**src/rtl/dbsp_pkg.sv**
```systemverilog
// Shared types and constants for the debounced button settings panel.
// Used by every module of the block; depends on nothing else.
`timescale 1ns / 1ps

package dbsp_pkg;

	// Button lanes, in the order their effects are applied.
	localparam int NUM_BUTTONS     = 5;
	localparam int BTN_FREQ_UP     = 0;
	localparam int BTN_FREQ_DOWN   = 1;
	localparam int BTN_AMP_UP      = 2;
	localparam int BTN_AMP_DOWN    = 3;
	localparam int BTN_WAVE_NEXT   = 4;

	// The working frequency carries one guard bit above Q24.8 until the clamp.
	localparam int FREQ_W          = 32;
	localparam int FREQ_WORK_W     = FREQ_W + 1;
	localparam int FACTOR_W        = 17;
	localparam int FRAC_BITS       = 16;

	// Configuration port geometry.
	localparam int CFG_ADDR_W      = 5;
	localparam int CFG_DATA_W      = 32;

	// Register indexes on the configuration port.
	localparam logic [2:0] REG_SETTLE_MS     = 3'd0;
	localparam logic [2:0] REG_AMP_STEP      = 3'd1;
	localparam logic [2:0] REG_UP_FACTOR     = 3'd2;
	localparam logic [2:0] REG_DOWN_FACTOR   = 3'd3;
	localparam logic [2:0] REG_FREQ_MIN      = 3'd4;
	localparam logic [2:0] REG_FREQ_MAX      = 3'd5;

	// Reset values of registers and settings.
	localparam logic [15:0]          RST_SETTLE_MS   = 16'd25;
	localparam logic [7:0]           RST_AMP_STEP    = 8'd32;
	localparam logic [16:0]          RST_UP_FACTOR   = 17'd72090;
	localparam logic [15:0]          RST_DOWN_FACTOR = 16'd58982;
	localparam logic [FREQ_W-1:0]    RST_FREQ_MIN    = 32'd256;
	localparam logic [FREQ_W-1:0]    RST_FREQ_MAX    = 32'd2560000000;
	localparam logic [FREQ_WORK_W-1:0] RST_FREQ      = 33'd256000;
	localparam logic [7:0]           RST_AMPLITUDE   = 8'd128;
	localparam logic [7:0]           AMP_MAX         = 8'd255;

	// One input request: time stamp and raw active-low button levels.
	typedef struct packed {
		logic [31:0] now_ms;
		logic        freq_up_level;
		logic        freq_down_level;
		logic        amp_up_level;
		logic        amp_down_level;
		logic        wave_next_level;
	} in_req_t;

	// One result: settings after the request and a press indication.
	typedef struct packed {
		logic [31:0] freq_q8;
		logic [7:0]  amplitude;
		logic [1:0]  waveform;
		logic        changed;
	} out_rsp_t;

	// Sequencer states.
	typedef enum logic [1:0] {
		ST_IDLE,
		ST_UP,
		ST_DOWN,
		ST_CLAMP
	} state_t;

	// Operations of the shared frequency unit.
	typedef enum logic [1:0] {
		FOP_HOLD,
		FOP_UP,
		FOP_DOWN,
		FOP_CLAMP
	} freq_op_t;

endpackage

```
**src/rtl/dbsp_debounce.sv**
```systemverilog
// Five-lane button debouncer with press-edge detection.
// Depends on dbsp_pkg for the lane count.
`timescale 1ns / 1ps

module dbsp_debounce #(
	parameter int TIME_BITS = 32
) (
	input  logic                               clk,
	input  logic                               arst_n,
	input  logic                               scan,
	input  logic [TIME_BITS-1:0]               now,
	input  logic [dbsp_pkg::NUM_BUTTONS-1:0]   raw,
	input  logic [15:0]                        settle_ms,
	output logic [dbsp_pkg::NUM_BUTTONS-1:0]   press
);
	import dbsp_pkg::*;

	logic [NUM_BUTTONS-1:0] stable_q;
	logic [NUM_BUTTONS-1:0] last_raw_q;
	logic [TIME_BITS-1:0]   last_time_q [NUM_BUTTONS];

	logic [NUM_BUTTONS-1:0] raw_moved;
	logic [NUM_BUTTONS-1:0] take;
	logic [TIME_BITS-1:0]   since      [NUM_BUTTONS];
	logic [TIME_BITS-1:0]   hold_time;

	assign hold_time = TIME_BITS'(settle_ms);

	// Each lane: restart its timer on a raw change, accept a level that has held long enough.
	always_comb begin
		for (int i = 0; i < NUM_BUTTONS; i++) begin
			raw_moved[i] = raw[i] != last_raw_q[i];
			since[i]     = raw_moved[i] ? '0 : (now - last_time_q[i]);
			take[i]      = (since[i] >= hold_time) && (stable_q[i] != raw[i]);
			press[i]     = take[i] && stable_q[i] && !raw[i];
		end
	end

	// Lane state advances only when a request is scanned.
	always_ff @(posedge clk or negedge arst_n) begin
		if (!arst_n) begin
			stable_q   <= '1;
			last_raw_q <= '1;
			for (int i = 0; i < NUM_BUTTONS; i++) begin
				last_time_q[i] <= '0;
			end
		end else if (scan) begin
			last_raw_q <= raw;
			for (int i = 0; i < NUM_BUTTONS; i++) begin
				if (raw_moved[i]) begin
					last_time_q[i] <= now;
				end
				if (take[i]) begin
					stable_q[i] <= raw[i];
				end
			end
		end
	end

endmodule

```
**src/rtl/dbsp_freq.sv**
```systemverilog
// Frequency unit: the working frequency register, one shared multiplier for
// both step factors, and the min/max clamp. Depends on dbsp_pkg.
`timescale 1ns / 1ps

module dbsp_freq (
	input  logic                           clk,
	input  logic                           arst_n,
	input  dbsp_pkg::freq_op_t             op,
	input  logic [16:0]                    up_factor,
	input  logic [15:0]                    down_factor,
	input  logic [dbsp_pkg::FREQ_W-1:0]    freq_min,
	input  logic [dbsp_pkg::FREQ_W-1:0]    freq_max,
	output logic [dbsp_pkg::FREQ_W-1:0]    clamped
);
	import dbsp_pkg::*;

	logic [FREQ_WORK_W-1:0]          freq_q;
	logic [FACTOR_W-1:0]             factor;
	logic [FREQ_WORK_W+FACTOR_W-1:0] product;
	logic [FREQ_WORK_W-1:0]          scaled;
	logic [FREQ_WORK_W-1:0]          raised;

	// Shared multiplier; the down factor is zero-extended into the same operand.
	assign factor  = (op == FOP_UP) ? up_factor : {1'b0, down_factor};
	assign product = FREQ_WORK_W'(freq_q) * factor;
	assign scaled  = product[FRAC_BITS +: FREQ_WORK_W];

	// Raise to the minimum first, then lower to the maximum.
	assign raised  = (freq_q < {1'b0, freq_min}) ? {1'b0, freq_min} : freq_q;
	assign clamped = (raised > {1'b0, freq_max}) ? freq_max : raised[FREQ_W-1:0];

	// Working register: one product or the clamped value per cycle, as op selects; it holds on FOP_HOLD.
	always_ff @(posedge clk or negedge arst_n) begin
		if (!arst_n) begin
			freq_q <= RST_FREQ;
		end else begin
			case (op)
				FOP_UP, FOP_DOWN: freq_q <= scaled;
				FOP_CLAMP:        freq_q <= {1'b0, clamped};
				default:          freq_q <= freq_q;
			endcase
		end
	end

endmodule

```
**src/rtl/debounced_button_settings_panel.sv**
```systemverilog
// Debounced button settings panel: each accepted request passes through the
// sequencer states in order. In the idle state, where a request is accepted,
// all five buttons are debounced and amplitude and waveform presses applied;
// the up and down states are slots of the shared 33x17 frequency multiplier
// (up factor, then down factor); the clamp state clamps the frequency and
// loads the result into the output register. The clamp state waits while the
// previous result is still held under stall, and no new request is taken
// until the result has been loaded: the input stalls from acceptance until then.
// Depends on dbsp_pkg, dbsp_debounce and dbsp_freq.
`timescale 1ns / 1ps

module debounced_button_settings_panel #(
	parameter int TIME_BITS = 32
) (
	input  logic                               clk,
	input  logic                               arst_n,
	input  logic                               in_valid,
	output logic                               in_stall,
	input  dbsp_pkg::in_req_t                  in_req,
	output logic                               out_valid,
	input  logic                               out_stall,
	output dbsp_pkg::out_rsp_t                 out_rsp,
	input  logic                               psel,
	input  logic                               penable,
	input  logic                               pwrite,
	input  logic [dbsp_pkg::CFG_ADDR_W-1:0]    paddr,
	input  logic [dbsp_pkg::CFG_DATA_W-1:0]    pwdata,
	output logic [dbsp_pkg::CFG_DATA_W-1:0]    prdata,
	output logic                               pready
);
	import dbsp_pkg::*;

	// Configuration registers.
	logic [15:0]        settle_ms_q;
	logic [7:0]         amp_step_q;
	logic [16:0]        up_factor_q;
	logic [15:0]        down_factor_q;
	logic [FREQ_W-1:0]  freq_min_q;
	logic [FREQ_W-1:0]  freq_max_q;

	logic [2:0]         reg_index;
	logic               cfg_write;

	// Sequencer and settings.
	state_t             state_q, state_d;
	freq_op_t           fop;
	logic               accept;
	logic               out_load;
	logic [1:0]         freq_press_q;
	logic               changed_q;
	logic [7:0]         amp_q;
	logic [1:0]         wave_q;

	logic [NUM_BUTTONS-1:0] raw;
	logic [NUM_BUTTONS-1:0] press;
	logic [8:0]             amp_sum;
	logic [7:0]             amp_after_up;
	logic [7:0]             amp_after_down;
	logic [FREQ_W-1:0]      freq_clamped;

	logic               out_valid_q;
	out_rsp_t           out_rsp_q;

	// Configuration port: always ready, writes on the access phase.
	assign pready    = 1'b1;
	assign reg_index = paddr[4:2];
	assign cfg_write = psel && penable && pwrite;

	always_ff @(posedge clk or negedge arst_n) begin
		if (!arst_n) begin
			settle_ms_q   <= RST_SETTLE_MS;
			amp_step_q    <= RST_AMP_STEP;
			up_factor_q   <= RST_UP_FACTOR;
			down_factor_q <= RST_DOWN_FACTOR;
			freq_min_q    <= RST_FREQ_MIN;
			freq_max_q    <= RST_FREQ_MAX;
		end else if (cfg_write) begin
			case (reg_index)
				REG_SETTLE_MS:   settle_ms_q   <= pwdata[15:0];
				REG_AMP_STEP:    amp_step_q    <= pwdata[7:0];
				REG_UP_FACTOR:   up_factor_q   <= pwdata[16:0];
				REG_DOWN_FACTOR: down_factor_q <= pwdata[15:0];
				REG_FREQ_MIN:    freq_min_q    <= pwdata;
				REG_FREQ_MAX:    freq_max_q    <= pwdata;
				default:         ;
			endcase
		end
	end

	// Register read-back.
	always_comb begin
		case (reg_index)
			REG_SETTLE_MS:   prdata = CFG_DATA_W'(settle_ms_q);
			REG_AMP_STEP:    prdata = CFG_DATA_W'(amp_step_q);
			REG_UP_FACTOR:   prdata = CFG_DATA_W'(up_factor_q);
			REG_DOWN_FACTOR: prdata = CFG_DATA_W'(down_factor_q);
			REG_FREQ_MIN:    prdata = freq_min_q;
			REG_FREQ_MAX:    prdata = freq_max_q;
			default:         prdata = '0;
		endcase
	end

	// Button lanes in application order.
	always_comb begin
		raw                = '1;
		raw[BTN_FREQ_UP]   = in_req.freq_up_level;
		raw[BTN_FREQ_DOWN] = in_req.freq_down_level;
		raw[BTN_AMP_UP]    = in_req.amp_up_level;
		raw[BTN_AMP_DOWN]  = in_req.amp_down_level;
		raw[BTN_WAVE_NEXT] = in_req.wave_next_level;
	end

	dbsp_debounce #(
		.TIME_BITS (TIME_BITS)
	) u_debounce (
		.clk         (clk),
		.arst_n      (arst_n),
		.scan        (accept),
		.now         (in_req.now_ms[TIME_BITS-1:0]),
		.raw         (raw),
		.settle_ms   (settle_ms_q),
		.press       (press)
	);

	dbsp_freq u_freq (
		.clk         (clk),
		.arst_n      (arst_n),
		.op          (fop),
		.up_factor   (up_factor_q),
		.down_factor (down_factor_q),
		.freq_min    (freq_min_q),
		.freq_max    (freq_max_q),
		.clamped     (freq_clamped)
	);

	// Saturating amplitude steps, up before down.
	assign amp_sum        = {1'b0, amp_q} + {1'b0, amp_step_q};
	assign amp_after_up   = !press[BTN_AMP_UP] ? amp_q :
	                        (amp_sum[8] ? AMP_MAX : amp_sum[7:0]);
	assign amp_after_down = !press[BTN_AMP_DOWN] ? amp_after_up :
	                        ((amp_after_up >= amp_step_q) ? (amp_after_up - amp_step_q) : 8'd0);

	// Sequencer state register.
	always_ff @(posedge clk or negedge arst_n) begin
		if (!arst_n) begin
			state_q <= ST_IDLE;
		end else begin
			state_q <= state_d;
		end
	end

	// Next state and frequency-unit operations.
	always_comb begin
		state_d  = state_q;
		fop      = FOP_HOLD;
		in_stall = 1'b1;
		out_load = 1'b0;
		case (state_q)
			ST_IDLE: begin
				in_stall = 1'b0;
				if (in_valid) begin
					state_d = ST_UP;
				end
			end
			ST_UP: begin
				fop     = freq_press_q[0] ? FOP_UP : FOP_HOLD;
				state_d = ST_DOWN;
			end
			ST_DOWN: begin
				fop     = freq_press_q[1] ? FOP_DOWN : FOP_HOLD;
				state_d = ST_CLAMP;
			end
			ST_CLAMP: begin
				if (!out_valid_q || !out_stall) begin
					fop      = FOP_CLAMP;
					out_load = 1'b1;
					state_d  = ST_IDLE;
				end
			end
			default: state_d = ST_IDLE;
		endcase
	end

	assign accept = in_valid && !in_stall;

	// Settings and per-request press flags.
	always_ff @(posedge clk or negedge arst_n) begin
		if (!arst_n) begin
			amp_q        <= RST_AMPLITUDE;
			wave_q       <= '0;
			freq_press_q <= '0;
			changed_q    <= 1'b0;
		end else if (accept) begin
			amp_q        <= amp_after_down;
			wave_q       <= wave_q + 2'(press[BTN_WAVE_NEXT]);
			freq_press_q <= {press[BTN_FREQ_DOWN], press[BTN_FREQ_UP]};
			changed_q    <= |press;
		end
	end

	// Output register: a result waits here while the next request is taken.
	always_ff @(posedge clk or negedge arst_n) begin
		if (!arst_n) begin
			out_valid_q <= 1'b0;
		end else if (out_load) begin
			out_valid_q <= 1'b1;
		end else if (!out_stall) begin
			out_valid_q <= 1'b0;
		end
	end

	always_ff @(posedge clk) begin
		if (out_load) begin
			out_rsp_q.freq_q8   <= freq_clamped;
			out_rsp_q.amplitude <= amp_q;
			out_rsp_q.waveform  <= wave_q;
			out_rsp_q.changed   <= changed_q;
		end
	end

	assign out_valid = out_valid_q;
	assign out_rsp   = out_rsp_q;

	// A new result appears only right after the clamp cycle.
	assert property (@(posedge clk) disable iff (!arst_n)
		$rose(out_valid_q) |-> $past(state_q == ST_CLAMP))
		else $error("result appeared without a clamp cycle");

	// An accepted request always starts the multiplier slots next.
	assert property (@(posedge clk) disable iff (!arst_n)
		accept |=> state_q == ST_UP)
		else $error("accepted request did not start the sequence");

	// Leaving the clamp cycle always leaves a result in the output register.
	assert property (@(posedge clk) disable iff (!arst_n)
		($past(state_q == ST_CLAMP) && state_q == ST_IDLE) |-> out_valid_q)
		else $error("sequence finished without a result");

endmodule

```
**config.mk**
```make
export PLATFORM = sky130hd
export DESIGN_NAME = debounced_button_settings_panel
export DESIGN_NICKNAME = d
export VERILOG_FILES = /design/src/rtl/dbsp_pkg.sv /design/src/rtl/dbsp_debounce.sv /design/src/rtl/dbsp_freq.sv /design/src/rtl/debounced_button_settings_panel.sv
export SDC_FILE = /design/constraint.sdc
export NUM_CORES = 2
export LEC_CHECK = 0
export BUFFER_PORTS_ARGS = -buffer_cell sky130_fd_sc_hd__buf_2
export CELL_PAD_IN_SITES_DETAIL_PLACEMENT = 1
export CELL_PAD_IN_SITES_GLOBAL_PLACEMENT = 2
export CORE_UTILIZATION = 41
export CTS_CLUSTER_DIAMETER = 120
export CTS_CLUSTER_SIZE = 8
export DETAILED_ROUTE_END_ITERATION = 8
export PLACE_DENSITY = 0.93
export SKIP_CTS_REPAIR_TIMING = 1
export SYNTH_ARGS = -nofsm -noshare
export SYNTH_HDL_FRONTEND = slang
export SYNTH_SLANG_ARGS = --single-unit
```
**constraint.sdc**
```tcl
create_clock -name clk -period 11 [get_ports clk]
set_input_delay 2.2 -clock clk [delete_from_list [all_inputs] [get_ports clk]]
set_output_delay 2.2 -clock clk [all_outputs]
set_load 0.01 [all_outputs]
```
==> out/qor.csv <==
stage;metric;value;unit
route;drc;20;
sta;fin_skew;28.1;ps
worst_setup_path;end_kind;register;
placed_design;portBuffers;155;
route;vias;40694;
die;die-area;0.117;mm2
cells_and_area;fill_cells;13619;
die;start_util;41.5;%
clock_network;cts_htree_levels;2;
route;drtPass1Iterations;9;
clock_network;cts.clk_slew.worst_paths;60;ps
synth;syn_nets;6547;
worst_setup_path;critical_path_class;input pin to register;
die;core;0.115;mm2
hold_path;hold_path_class;register to register;
cells_and_area;fin_nets;6574;
synth;seq_area_frac_synth;20.8;%
die;dieHeight;342;um
worst_setup_path;cpPeakStageDelay;620;ps
route;final_antenna_net_count;0;
placed_design;hpwl;123;mm
sta;period_share;94.7;%
synth;syn_avg_cell_area;8.54;um2
global_route;antenna_found_initial;5;
synth;ys_top_cells_by_count;inv_1, nand2_1, fa_1;
sta;grt_setup_unrepaired;false;
die;ioPinCount;159;
route;drtIter0Drc;2422;
sta;tns;0;ps
sta;setup_violations;0;
worst_setup_path;r2r_setup_slack;1860;ps
clock_network;cts-buffers-inserted;53;
outcome;violations;design-rule violations;
worst_setup_path;cp_data_required_time;11570;ps
synth;ys_ff_latch;383;
route;drt-wirelength-per-cell;22.4;um
synth;synthesis.area;0.0475;mm2
synth;synth_ff_type;dfrtp_1;
cells_and_area;multiInputGateArea;0.0335;mm2
die;die_w;342;um
sta;maxSlewViolCount;0;
synth;synth_edf_count;43;
worst_setup_path;crit_family;adder cells;
synth;synth_warnings;0;
worst_setup_path;cp.arrival;10980;ps
global_route;overflow;0;
worst_setup_path;path_max_fanout;17;
clock_network;cts_num_sinks;383;
synth;synth_top_cells_by_area;fa_1, dfrtp_1, ha_1;
sta;relSlewSlack;13.4;%
synth;netlist_instances;5560;
cells_and_area;area_growth;8.21;%
synth;synth.most_common_cell;inv_1;
sta;finalCriticalPeriod;10420;ps
sta;tightest_slew;1280;ps
placed_design;globalplace.congestion;0.912;
global_route;grt_usage;27.4;%
clock_network;cts_root_buffer;clkbuf_16;
global_route;grt_max_degree;119;
global_route;grt_pass1_vias;43713;
route;drt-total-wl;160;mm
clock_network;cts_tree;yes;
global_route;grt_pass1_wl;252;mm
route;viasPerCell;5.70;
sta;final_hold_viol_count;0;
synth;yosysUniqueCellTypes;98;
clock_network;clk_latency;650;ps
worst_setup_path;critPathLaunchType;input pin;
worst_setup_path;cp.buffers_inverters;10;
synth;synthArstFlopShare;88.8;%
clock_network;cts.path.max_buffers;3;
outcome;outcome;finished with violations;
worst_setup_path;cpMaxStageDelayCell;o311ai_0;
cells_and_area;seqCellArea;0.00986;mm2
job;maxCapViolCount;0;
synth;synth.top_cell.area_share;19.7;%
die;rows;124;
sta;fmax;96.0;MHz
cells_and_area;layout-drive-gt1-share;9.47;%
synth;post-synth-top-area-cell;fa_1;
-- registers in the layout (all words and copies together), names as in the netlist --
name / flops
amp_q: 8
amp_step_q: 8
changed_q: 1
down_factor_q: 16
freq_max_q: 32
freq_min_q: 32
freq_press_q: 2
out_rsp: 43
out_valid: 1
settle_ms_q: 16
state_q: 2
u_debounce.last_raw_q: 5
u_debounce.last_time_q: 160
u_debounce.stable_q: 5
u_freq.freq_q: 33
up_factor_q: 17
wave_q: 2
-- per-layer routing --
metal / part of all wire [%] / wire length [um] / track usage [%]
met1: 42 / 67400 / 34.6
met2: 49 / 78100 / 47.4
met3: 4.5 / 7120 / 3.16
met4: 4.3 / 6920 / 11.1
met5: 0.027 / 43 / 0
-- layout make-up --
| cell class | count | share of cell area [%] |
|---|---|---|
| multi-input combinational | 4055 | 65.2 |
| timing repair buffer | 237 | 2.78 |
| tap | 1512 | 3.68 |
| antenna | 2 | 0.00974 |
| clock buffer | 85 | 2.81 |
| clock inverter | 3 | 0.114 |
| sequential | 383 | 19.2 |
| inverter | 857 | 6.26 |
-- final timing paths --
kind / startpoint / endpoint / cells past startpoint
hold / removal: changed_q$_DFFE_PN0P_ / out_rsp[0]$_DFFE_PN_ / 0
min in group asynchronous: arst_n / u_debounce.last_time_q[25]$_DFFE_PN0P_ / 1
setup / recovery: out_stall / u_freq.freq_q[32]$_DFFE_PN0P_ / 33
hold reg to reg: changed_q$_DFFE_PN0P_ / out_rsp[0]$_DFFE_PN_ / 0
setup reg to reg: state_q[1]$_DFFE_PN0P_ / u_freq.freq_q[32]$_DFFE_PN0P_ / 32
max in group asynchronous: arst_n / up_factor_q[14]$_DFFE_PN0P_ / 2
-- metrics by stage --
step | instances | instance area, um2 | worst slack (ps) | hold slack, ps | utilization, %
6_report | 7134 | 51400 | 581 | 479 | 44.9
5_1_grt | 7133 | 51400 | 343 | 485 | 44.9
4_1_cts | 7132 | 51400 | 666 | 473 | 44.9
3_5_place_dp | 7044 | 49900 | 100 | 458 | 43.6
3_3_place_gp | 7044 | 49900 | 152 | 458 | 43.6
2_1_floorplan | 5560 | 47500 | 529 | 426 | -
-- kinds of logic (layout without fill, tap and decap cells) --
logic type / count (synthesis) / in the layout / synth area share, %
AOI/OAI and AO/OA: 1181 / 1181 / 15.8
xor gates and xnor gates: 139 / 139 / 2.56
adders and majority gates: 906 / 906 / 31.3
buffers and inverters: 1122 / 1182 / 8.91
DFF: 383 / 383 / 20.8
muxes: 190 / 190 / 4.50
other: 1 / 3 / 0.00790
and+or+nand+nor: 1638 / 1638 / 16.2
-- cell usage in the layout (no fill, tap or decap), drive strengths merged, types with 49 or more instances in the layout --
master,Yosys,final
xnor2,75,75
nand2,804,804
nand3,53,53
ha,438,438
inv,857,859
fa,468,468
clkbuf,243,85
mux2,130,130
a21o,132,132
a21oi,237,237
a211oi,53,53
nand2b,49,49
nor3,52,52
buf,22,237
and2,203,203
nor2,223,223
nand4,53,53
xor2,64,64
o21ai,430,430
mux2i,56,56
dfrtp,293,293
Power is not shown: default switching activity piles up to over one toggle a cycle in this logic, so the estimate is an artifact.
